--- config.mk ---
export PLATFORM = sky130hd
export DESIGN_NAME = lomuto_quicksort_keyed_core
export DESIGN_NICKNAME = d
export VERILOG_FILES = /design/src/rtl/lqsk_pkg.sv /design/src/rtl/lqsk_rec_store.sv /design/src/rtl/lqsk_range_stack.sv /design/src/rtl/lomuto_quicksort_keyed_core.sv
export SDC_FILE = /design/constraint.sdc
export NUM_CORES = 2
export LEC_CHECK = 0
export BUFFER_PORTS_ARGS = -buffer_cell sky130_fd_sc_hd__buf_2
export CAP_MARGIN = 20
export CORE_MARGIN = 2
export CORE_UTILIZATION = 30
export DETAILED_ROUTE_END_ITERATION = 7
export PLACE_DENSITY = 0.43
export REMOVE_ABC_BUFFERS = 1
export SLEW_MARGIN = 25
export SYNTH_ARGS = -nofsm -noshare
export SYNTH_HDL_FRONTEND = slang
export SYNTH_SLANG_ARGS = --single-unit
--- constraint.sdc ---
create_clock -name i_clk -period 7.9 [get_ports i_clk]
set_input_delay 1.185 -clock i_clk [delete_from_list [all_inputs] [get_ports i_clk]]
set_output_delay 1.185 -clock i_clk [all_outputs]
set_load 0.03 [all_outputs]
--- src/rtl/lqsk_pkg.sv ---
// ----------------------------------------------------------------------------
// Keyed quicksort package
// Shared widths, record types and the range stack entry layout.
// ----------------------------------------------------------------------------
package lqsk_pkg;

    localparam int DEPTH    = 64;
    localparam int KEY_BITS = 16;
    localparam int TAG_BITS = 16;
    localparam int IDX_BITS = (DEPTH > 1) ? $clog2(DEPTH) : 1;
    localparam int CNT_BITS = $clog2(DEPTH + 1);
    localparam int REC_BITS = KEY_BITS + TAG_BITS;

    // Pending ranges are disjoint and hold two or more records each.
    localparam int STK_DEPTH    = (DEPTH / 2 > 1) ? DEPTH / 2 : 2;
    localparam int STK_IDX_BITS = $clog2(STK_DEPTH);
    localparam int STK_CNT_BITS = $clog2(STK_DEPTH + 1);

    typedef logic [IDX_BITS-1:0]     t_idx;
    typedef logic [CNT_BITS-1:0]     t_cnt;
    typedef logic [STK_IDX_BITS-1:0] t_sidx;
    typedef logic [STK_CNT_BITS-1:0] t_scnt;

    typedef struct packed {
        logic [KEY_BITS-1:0] sort_key;
        logic [TAG_BITS-1:0] record_tag;
        logic                batch_last;
    } t_in_word;

    typedef struct packed {
        logic [KEY_BITS-1:0] sorted_key;
        logic [TAG_BITS-1:0] sorted_tag;
        logic                run_last;
    } t_out_word;

    typedef struct packed {
        logic [KEY_BITS-1:0] key;
        logic [TAG_BITS-1:0] tag;
    } t_rec;

    typedef struct packed {
        t_idx lo;
        t_idx hi;
    } t_range;

    // Record store port request: one read and one write per cycle.
    typedef struct packed {
        logic re;
        t_idx raddr;
        logic we;
        t_idx waddr;
        t_rec wdata;
    } t_mem_req;

endpackage

--- src/rtl/lqsk_rec_store.sv ---
// ----------------------------------------------------------------------------
// Keyed quicksort record store
// Record memory with one write port and one registered read port.
// ----------------------------------------------------------------------------
module lqsk_rec_store (
    input  logic                  i_clk,
    input  lqsk_pkg::t_mem_req    i_req,
    output lqsk_pkg::t_rec        o_rdata
);
    import lqsk_pkg::*;

    t_rec r_mem [DEPTH];
    t_rec r_rdata;

    always_ff @(posedge i_clk) begin
        if (i_req.we) begin
            r_mem[i_req.waddr] <= i_req.wdata;
        end
        if (i_req.re) begin
            r_rdata <= r_mem[i_req.raddr];
        end
    end

    assign o_rdata = r_rdata;

endmodule

--- src/rtl/lqsk_range_stack.sv ---
// ----------------------------------------------------------------------------
// Keyed quicksort range stack
// Stack of pending index ranges, replacing recursion.
// ----------------------------------------------------------------------------
module lqsk_range_stack (
    input  logic                i_clk,
    input  logic                i_rst_n,
    input  logic                i_clear,
    input  logic                i_push,
    input  lqsk_pkg::t_range    i_push_data,
    input  logic                i_pop,
    output lqsk_pkg::t_range    o_top,
    output logic                o_empty
);
    import lqsk_pkg::*;

    t_range r_mem [STK_DEPTH];
    t_scnt  r_sp;
    t_scnt  n_sp;

    always_comb begin
        n_sp = r_sp;
        if (i_clear) begin
            n_sp = '0;
        end else if (i_push) begin
            n_sp = r_sp + t_scnt'(1);
        end else if (i_pop) begin
            n_sp = r_sp - t_scnt'(1);
        end
    end

    always_ff @(posedge i_clk) begin
        if (!i_rst_n) begin
            r_sp <= '0;
        end else begin
            r_sp <= n_sp;
        end
    end

    always_ff @(posedge i_clk) begin
        if (i_push && !i_clear) begin
            r_mem[r_sp[STK_IDX_BITS-1:0]] <= i_push_data;
        end
    end

    // The top entry is read combinationally; the stack is small and is read at one place.
    assign o_top   = r_mem[r_sp[STK_IDX_BITS-1:0] - t_sidx'(1)];
    assign o_empty = (r_sp == '0);

endmodule

--- src/rtl/lomuto_quicksort_keyed_core.sv ---
// ----------------------------------------------------------------------------
// Keyed Lomuto quicksort core
// Loads (key, tag) words, sorts the batch by key on the last word, and
// emits the sorted run.
// ----------------------------------------------------------------------------
// Loading takes one word per cycle while the core is not busy. On a word
// marked batch_last the core goes busy, sorts the n stored records with a
// Lomuto quicksort and then emits n result words, one per cycle, strobed
// by o_valid; the receiver cannot stall them. Each partition step reads one
// record through the single registered read port of the record store and
// compares it with the pivot; a swap adds two store writes, and each range
// also needs a pop, a pivot read, a final pivot swap and two pushes. An
// already sorted batch is the worst case. Words beyond the store depth are
// dropped.
module lomuto_quicksort_keyed_core (
    input  logic                  i_clk,
    input  logic                  i_rst_n,
    input  logic                  start,
    output logic                  busy,
    input  lqsk_pkg::t_in_word    i_data,
    output logic                  o_valid,
    output lqsk_pkg::t_out_word   o_data
);
    import lqsk_pkg::*;

    typedef enum logic [3:0] {
        S_LOAD, S_POP, S_PIVW, S_RDJ, S_CMP, S_SWPA, S_SWPB,
        S_FINA, S_FINB, S_PUSH, S_OUTRD, S_OUT
    } t_state;

    t_state    r_state;
    t_cnt      r_count;
    t_idx      r_lo, r_hi, r_j, r_place;
    t_rec      r_pivot;
    t_rec      r_jrec;
    logic      r_fin;
    t_cnt      r_oidx;
    logic      r_ovalid;
    t_out_word r_odata;
    logic      r_push_lo;

    t_mem_req  mreq;
    t_rec      rdata;
    logic      s_push, s_pop, s_clear;
    t_range    s_push_data, s_top;
    logic      s_empty;
    t_idx      s_last_idx;
    logic      accept;

    lqsk_rec_store u_store (.i_clk(i_clk), .i_req(mreq), .o_rdata(rdata));

    lqsk_range_stack u_stack (
        .i_clk(i_clk), .i_rst_n(i_rst_n), .i_clear(s_clear),
        .i_push(s_push), .i_push_data(s_push_data), .i_pop(s_pop),
        .o_top(s_top), .o_empty(s_empty)
    );

    assign accept = start && !busy;
    assign busy   = (r_state != S_LOAD);

    assign s_last_idx = (r_count < t_cnt'(DEPTH)) ? r_count[IDX_BITS-1:0]
                                                   : t_idx'(DEPTH - 1);

    // Store and stack controls are decoded from the state.
    always_comb begin
        mreq        = '0;
        s_push      = 1'b0;
        s_pop       = 1'b0;
        s_clear     = 1'b0;
        s_push_data = '0;
        unique case (r_state)
            S_LOAD: begin
                mreq.we    = accept && (r_count < t_cnt'(DEPTH));
                mreq.waddr = r_count[IDX_BITS-1:0];
                mreq.wdata = '{key: i_data.sort_key, tag: i_data.record_tag};
                s_clear    = accept && !i_data.batch_last;
                if (accept && i_data.batch_last && (r_count != '0)) begin
                    // Seed the whole batch as the first range.
                    s_push      = 1'b1;
                    s_push_data = '{lo: '0, hi: s_last_idx};
                end
            end
            S_POP: begin
                s_pop     = !s_empty;
                mreq.re   = !s_empty;
                mreq.raddr = s_top.hi;
            end
            S_PIVW: ;
            S_RDJ: begin
                mreq.re    = 1'b1;
                mreq.raddr = r_j;
            end
            S_CMP: begin
                mreq.re    = 1'b1;
                mreq.raddr = r_place;
            end
            S_SWPA: begin
                // Old record at place moves to j, record j moves to place.
                mreq.we    = 1'b1;
                mreq.waddr = r_j;
                mreq.wdata = rdata;
            end
            S_SWPB: begin
                mreq.we    = 1'b1;
                mreq.waddr = r_place;
                mreq.wdata = r_jrec;
            end
            S_FINA: begin
                mreq.re    = 1'b1;
                mreq.raddr = r_place;
            end
            S_FINB: ;
            S_PUSH: begin
                if (r_push_lo) begin
                    s_push      = (r_place > r_lo + t_idx'(1)) && (r_place != '0);
                    s_push_data = '{lo: r_lo, hi: r_place - t_idx'(1)};
                end else begin
                    s_push      = ({1'b0, r_place} + {{IDX_BITS{1'b0}}, 1'b1})
                                  < {1'b0, r_hi};
                    s_push_data = '{lo: r_place + t_idx'(1), hi: r_hi};
                end
            end
            S_OUTRD: begin
                mreq.re    = 1'b1;
                mreq.raddr = r_oidx[IDX_BITS-1:0];
            end
            S_OUT: begin
                mreq.re    = (r_oidx < r_count);
                mreq.raddr = r_oidx[IDX_BITS-1:0];
            end
            default: ;
        endcase
    end

    always_ff @(posedge i_clk) begin
        if (!i_rst_n) begin
            r_state   <= S_LOAD;
            r_count   <= '0;
            r_ovalid  <= 1'b0;
            r_oidx    <= '0;
            r_push_lo <= 1'b0;
            r_fin     <= 1'b0;
        end else begin
            r_ovalid <= 1'b0;
            unique case (r_state)
                S_LOAD: begin
                    if (accept) begin
                        if (r_count < t_cnt'(DEPTH)) begin
                            r_count <= r_count + t_cnt'(1);
                        end
                        if (i_data.batch_last) begin
                            r_oidx <= '0;
                            // A batch of one needs no sorting.
                            if (r_count == '0) r_state <= S_OUTRD;
                            else               r_state <= S_POP;
                        end
                    end
                end
                S_POP: begin
                    if (s_empty) begin
                        r_oidx  <= '0;
                        r_state <= S_OUTRD;
                    end else begin
                        r_lo    <= s_top.lo;
                        r_hi    <= s_top.hi;
                        r_place <= s_top.lo;
                        r_j     <= s_top.lo;
                        r_state <= S_PIVW;
                    end
                end
                S_PIVW: begin
                    r_pivot <= rdata;
                    r_state <= S_RDJ;
                end
                S_RDJ: begin
                    r_state <= S_CMP;
                end
                S_CMP: begin
                    r_jrec <= rdata;
                    if (rdata.key < r_pivot.key) begin
                        r_state <= S_SWPA;
                    end else if (r_j + t_idx'(1) == r_hi) begin
                        r_state <= S_FINA;
                    end else begin
                        r_j     <= r_j + t_idx'(1);
                        r_state <= S_RDJ;
                    end
                end
                S_SWPA: begin
                    r_state <= S_SWPB;
                end
                S_SWPB: begin
                    if (r_fin) begin
                        // The pivot is in its final place; push the two sides.
                        r_fin     <= 1'b0;
                        r_push_lo <= 1'b0;
                        r_state   <= S_PUSH;
                    end else begin
                        r_place <= r_place + t_idx'(1);
                        if (r_j + t_idx'(1) == r_hi) begin
                            r_state <= S_FINA;
                        end else begin
                            r_j     <= r_j + t_idx'(1);
                            r_state <= S_RDJ;
                        end
                    end
                end
                S_FINA: begin
                    r_j     <= r_hi;
                    r_state <= S_FINB;
                end
                S_FINB: begin
                    // Swap place with pivot at hi: record at hi is the pivot.
                    r_jrec  <= r_pivot;
                    r_state <= S_SWPA;
                    r_fin   <= 1'b1;
                end
                S_PUSH: begin
                    if (r_push_lo) begin
                        r_push_lo <= 1'b0;
                        r_state   <= S_POP;
                    end else begin
                        r_push_lo <= 1'b1;
                    end
                end
                S_OUTRD: begin
                    r_oidx  <= r_oidx + t_cnt'(1);
                    r_state <= S_OUT;
                end
                S_OUT: begin
                    r_ovalid <= 1'b1;
                    r_odata  <= '{sorted_key: rdata.key, sorted_tag: rdata.tag,
                                  run_last: (r_oidx == r_count)};
                    if (r_oidx == r_count) begin
                        r_count <= '0;
                        r_state <= S_LOAD;
                    end else begin
                        r_oidx <= r_oidx + t_cnt'(1);
                    end
                end
                default: r_state <= S_LOAD;
            endcase
        end
    end

    assign o_valid = r_ovalid;
    assign o_data  = r_odata;

    a_no_out_load: assert property (@(posedge i_clk) disable iff (!i_rst_n)
        (r_state == S_LOAD && !$past(r_state == S_OUT)) |-> !o_valid)
        else $error("result word outside output phase");
    a_count_bound: assert property (@(posedge i_clk) disable iff (!i_rst_n)
        r_count <= t_cnt'(DEPTH))
        else $error("record count beyond depth");
    a_cmp_range: assert property (@(posedge i_clk) disable iff (!i_rst_n)
        (r_state == S_CMP) |-> (r_j < r_hi && r_place <= r_j))
        else $error("partition index out of range");

endmodule
[After elaboration in Yosys (flattened, before gate mapping)]
Memories as Yosys holds them, arrays and structs flattened. A register that Yosys moved wholly into a read port is not among the register bits.
Index checks and enable logic that the tools add are counted.
Cells by class
  reductions and logical operators: 37
  bitwise gates (word level): 2
  mux-type cells: 49
  equal/unequal tests: 24
  add/subtract/negate cells: 10
  order comparisons: 5
Operators with widths (count)
  39-bit case mux with 3 select lines: 1
  32-bit case mux with 2 select lines: 1
  6-bit 2-to-1 mux: 9
  7-bit 2-to-1 mux: 7
  4-bit case mux with 12 select lines: 1
  7-bit case mux with 5 select lines: 1
  4-bit 2-to-1 mux: 7
  7-bit case mux with 4 select lines: 1
  6-bit by 1-bit adder with 6-bit output, second input constant: 4
  12-bit case mux with 2 select lines: 1
  6-bit case mux with 4 select lines: 1
  2-bit inequality test, second input constant: 11
  4-bit by 3-bit equality test with 1-bit output, second input constant: 4
  4-bit equality test, second input constant: 4
  16-bit less-than comparator: 1
  7-bit by 1-bit adder with 7-bit output, second input constant: 2
  7-bit case mux with 2 select lines: 1
  12-bit 2-to-1 mux: 1
  6-bit case mux with 2 select lines: 1
  4-bit AND reduction: 3
  2-bit nonzero test: 6
  4-bit nonzero test: 3
  6-bit by 1-bit subtractor with 6-bit output, second input constant: 2
  1-bit 2-to-1 mux: 11
  24 further kinds: 43
Word-level totals
  RAM bits: 2432
  logic and storage cells: 147
  bits of input ports: 36
  memories: 2
  register bits: 148
Memories
  u_store.r_mem: depth 64, bits a word 32, read ports 1, clocked after Yosys merged registers in 1, write ports 1, line lqsk_rec_store.sv:12  | t_rec r_mem [DEPTH];
  u_stack.r_mem: depth 32, bits a word 12, read ports 1, clocked after Yosys merged registers in 0, write ports 1, line lqsk_range_stack.sv:17  | t_range r_mem [STK_DEPTH];

[Longest topological paths before layout]
  depth in word-level cells: 10
  mapped depth: 26
  mapped depth without buffers: 21

[Modules after synthesis]
Synthesis repeated with hierarchy kept, for this count alone.
Unflattened totals
  cell total of the unflattened synthesis: 4788
  area total of the unflattened synthesis: 102075.4 um2
Modules (own cells, without submodules)
  lqsk_rec_store: cells an instance 3324, instances 1, sequential area each 62459.9 um2, area an instance 78835.6 um2
  lqsk_range_stack: cells an instance 747, instances 1, sequential area each 11651.2 um2, area an instance 15428.5 um2
  lomuto_quicksort_keyed_core: cells an instance 717, instances 1, sequential area each 4053.9 um2, area an instance 7811.2 um2

[Least setup slack after synthesis]
Ideal clock, no wire load.
  kind: reg2reg
  start point: register u_stack.r_sp[0]
  end point: register u_store.o_rdata[23] (netlist name)
  setup time: 272 ps
  path slack: 2383 ps
  data arrival time: 5245 ps
  cell stages (with the launch flop): 21
  required time: 7628 ps
  path buffers: 10
  cell sequence: dfxtp_1 > buf_6 > buf_12 > buf_8 > buf_2 > buf_1 > inv_1 > ha_1 > buf_2 > buf_2 > buf_4 > mux4_2 > a2111oi_1 > nor4_2 > a21boi_2 > buf_6 > buf_6 > mux4_1 > a22oi_1 > a21oi_1 > or4_1
RTL lines
  start, declared: line lqsk_range_stack.sv:18  | t_scnt r_sp;
  start signal, assigned: line lqsk_range_stack.sv:36  | r_sp <= n_sp;

==> metrics list <==
- Static timing analysis puts the maximum clock frequency at 144 MHz.
- The synthesized netlist occupies a cell area of 0.103 sq mm.
- Final critical path time including I/O delays and setup: 6.93 ns
- Pre-CTS setup slack: 0.931 ns
- Cells after DPL: 10766
- Of all nets on the critical path, the largest fanout is 50.
- During placement, the flow inserted port buffers numbering 70.
* Fraction of the yosys area taken by sequential cells: 75.5%
- Reg-to-reg critical path startpoint: u_stack.r_sp[0]
- Worst flop-to-flop path endpoint: u_store.o_rdata[29]
* Number of max-capacitance violations reported: 0
- The congestion estimate from routability-driven global placement came to 0.795.
- Transition time at the pin with the least slew margin: 1.15 ns
* Power density relative to cell area: 395 mW/mm^2
- The worst path meets setup with 0.974 ns of slack.
- Most frequent cells after synthesis: 2585 x sky130_fd_sc_hd__edfxtp_1, 1149 x sky130_fd_sc_hd__nand2_1, 338 x sky130_fd_sc_hd__mux4_2
- Pin count of the biggest net entering global routing: 82
* Routed vias: 58488
- Counting flops with an async set or reset pin after synthesis yields a share of 0%.
- In this run, the number of DRC markers left after iteration 0 of detailed routing was 6648.
- On the critical path, the stage with the largest delay is an instance of sky130_fd_sc_hd__nor4_1.
- The filler cells instantiated in the layout total 32678.
- In this run the count of I/O pins placed on the die edge is 71.
- Post-synth EDFFs: 2585
* Element type at the critical path end: register
* Register bit total from synthesis: 2612
- Hold-critical path endpoint: o_data[12]
* Crit-path max cell delay: 1.00 ns
- The first global-routing pass estimated 465000 um of wire.
- Total power for the finished layout comes to 47.5 mW.
- Counting distinct cell types in the post-synthesis netlist gives 80.
* Cell family with most CP delay: simple AND/OR/NAND/NOR gates
- Mean post-synth cell area: 16.8 sq um
- Once the floorplan was initialized, standard cells occupied 30.1% of the core.
- The flow ran to the end, and the final reports show no timing, DRC or antenna violations.
* Std-Cell Rows: 215
* Arrival time reported for the critical path endpoint: 7.66 ns
- Most used standard cell by instance count after synthesis: sky130_fd_sc_hd__edfxtp_1
- Hold Fails Final Rpt: 0
* CTS sink cnt: 2612
- Once detailed placement completed, the half-perimeter wirelength came to 196000 um.
- sky130_fd_sc_hd__edfxtp_1 takes more of the synthesized area than any other cell.
* Number of setup violations in the final report: 0
- Main area contributors after synthesis: sky130_fd_sc_hd__edfxtp_1 75%, sky130_fd_sc_hd__mux4_2 7.4%, sky130_fd_sc_hd__nand2_1 4.2%
- Final cycle utilization of the critical path: 87.7%
- Setup repair after global routing left no endpoint under its margin.
- The top cell type by area accounts for 75.0% of the synthesized area.
* Pleak: 39.2 nW
- After clock tree synthesis, the flow added hold-fix buffers numbering 0.
- Clk buf depth: 4
- In the final timing run, aggregate negative setup slack is 0 ns.
* Final hold slack: 0.519 ns
- The worst pin sits at a relative slew slack of 22.3%.
* Type of the setup path with the least slack: reg2reg
- The setup check on the worst reg-to-reg path leaves a slack of 0.97 ns.
- The initial antenna violation count was 20.
- R2r worst-path depth: 17
- Utilization after layout: 35.0%
- Layout area overhead: 16.1%
* Hold Path Depth: 0
* Placed Area: 0.111 sq mm
- Most Frequent Cell on Critical Path: sky130_fd_sc_hd__buf_12
- Worst Path Buf+Inv: 5
- Number of instances in the synthesized netlist: 6158
- After detailed routing, the number of remaining DRC violations is 0.
- Count of nets after finishing: 6589
* Final global-route overflow total: 0
* Number of warnings printed during yosys synthesis: 0
- STA classifies the critical path startpoint as a register.
* Number of iterations in the first detailed-routing pass: 8
- Buffers inserted during post-CTS setup optimization: 0
* Vias in the first global route: 58039
* Num CTS Buffers: 289
- Skew-Pair Late Insertion Delay: 0.86 ns
- In this run the remaining antenna-violating nets after routing total 0.
* Combined global-route utilization of all metal layers: 18.8%
- The finished cells cover 0.120 sq mm.
- Height of the chip: 591 um
* Post-cts gate resize count: 0
* H-tree Lvls: 5
- TritonCTS built the clock tree.
- The min-delay analysis places its worst path in the category reg2reg.
* Clock Tree Root: sky130_fd_sc_hd__clkbuf_16
- In this run the most critical hold path is launched from u_store.o_rdata[11].
* Post-Route Skew: 0.0815 ns
- Worst ir drop on vdd: 0.000283 V
- The die covers 0.350 sq mm.
- Count of placed standard cells in the final layout, fillers left out: 11285
- Detailed Route WL: 335000 um
- Critical-path cell list: inv_1, ha_4, buf_12, mux4_2, and3_1, a2111oi_1, nor4_2, a21boi_4, buf_12, buf_12, buf_4, nand2_1, and3_1, a31oi_1, o22ai_1, nor4_1, o21a_1
* Fraction of layout instances using a drive strength above 1: 20.4%
- Horizontal extent of the die: 591 um
- The number of pins exceeding their max-slew limit in the final report came to 0.
- Clock transition at path regs: 0.06 ns
* Core Region: 0.343 sq mm
- The most used flip-flop cell after synthesis is sky130_fd_sc_hd__edfxtp_1.
* Post-DR vias/cell: 5.18
- Required time at the worst-slack endpoint: 8.63 ns
- Dividing the detail-routed wire length by the instance count gives 29.7 um.
==> worst reg2reg max path, cell delays in order (launching register included) <==
cell and delay (ns):
sky130_fd_sc_hd__dfxtp_4 0.84, sky130_fd_sc_hd__inv_1 0.24, sky130_fd_sc_hd__ha_4 0.74, sky130_fd_sc_hd__buf_12 0.34, sky130_fd_sc_hd__mux4_2 0.34, sky130_fd_sc_hd__and3_1 0.19
sky130_fd_sc_hd__a2111oi_1 0.59, sky130_fd_sc_hd__nor4_2 0.26, sky130_fd_sc_hd__a21boi_4 0.28, sky130_fd_sc_hd__buf_12 0.28, sky130_fd_sc_hd__buf_12 0.32, sky130_fd_sc_hd__buf_4 0.58
sky130_fd_sc_hd__nand2_1 0.15, sky130_fd_sc_hd__and3_1 0.19, sky130_fd_sc_hd__a31oi_1 0.14, sky130_fd_sc_hd__o22ai_1 0.10, sky130_fd_sc_hd__nor4_1 1.00, sky130_fd_sc_hd__o21a_1 0.24
==> cells in the final DEF (no fill, tap or decap), drive strengths merged, types with 30 or more instances in the layout <==
cell	n
o22ai	80
nor2	174
a2111oi	30
and3	141
buf	412
a222oi	40
nor4	32
inv	82
edfxtp	2585
mux2i	63
a31oi	149
a21oi	191
ha	50
mux2	34
mux4	340
clkinv	125
nand4	31
nand3	200
a22oi	73
nand2	1150
clkbuf	363
==> logic make-up (layout without fill, tap and decap cells) <==
group	count (synthesis)	in the layout	share of synthesized area, %
flip-flops	2612	2612	75.5
other	0	8	0
multiplexers	437	437	8.39
buffers and inverters	439	1001	2.40
AND/OR/NAND/NOR	1823	1823	7.68
XOR/XNOR	44	44	0.380
adder cells (fa/ha/maj)	51	51	0.624
AO/OA/AOI/OAI	752	752	5.00
==> area by class of cell <==
class,instances,area (sq um),area share [%]
antenna,8,20.0,0.0167
inverter,78,324,0.270
clock inverter,147,1100,0.917
multi-input combinational,3107,23700,19.7
clock buffer,362,7670,6.39
tap,4557,5700,4.74
timing repair buffer,414,3490,2.90
sequential,2612,78200,65.0
==> per-layer routing <==
layer,global-route usage (%),vias to the layer above,wire [um]
met5,0,-,0
met4,4.12,0,6950
met3,2.43,374,18200
met2,30.5,1876,159000
met1,26.8,31353,151000
li1,-,24885,-
==> registers in the layout (all words and copies together), names as in the netlist, 7 cells and up <==
name,count
r_oidx,7
r_pivot,32
u_store.o_rdata,32
r_jrec,32
r_count,7
u_store.r_mem,2048
o_data,33
u_stack.r_mem,384
==> report_power, final <==
part / switching [mW] / internal (mW)
combinational: 11.2 / 5.46
sequential: 0.455 / 17.5
clock: 5.53 / 7.32
total: 17.2 / 30.3
==> worst max-delay path by stage <==
stage | slack (ns) | cells after the start | from | to
floorplan | -27.67 | 12 | u_stack.r_sp[0] | u_store.o_rdata[30]
global placement | 0.14 | 18 | u_stack.r_sp[0] | u_store.o_rdata[16]
detailed placement | 0.93 | 17 | u_stack.r_sp[0] | u_store.o_rdata[25]
CTS | 0.90 | 17 | u_stack.r_sp[0] | u_store.o_rdata[25]
global route | 0.67 | 17 | u_stack.r_sp[0] | u_store.o_rdata[25]
finish | 0.97 | 17 | u_stack.r_sp[0] | u_store.o_rdata[29]
No activity file was read; power rests on OpenSTA's default activity.
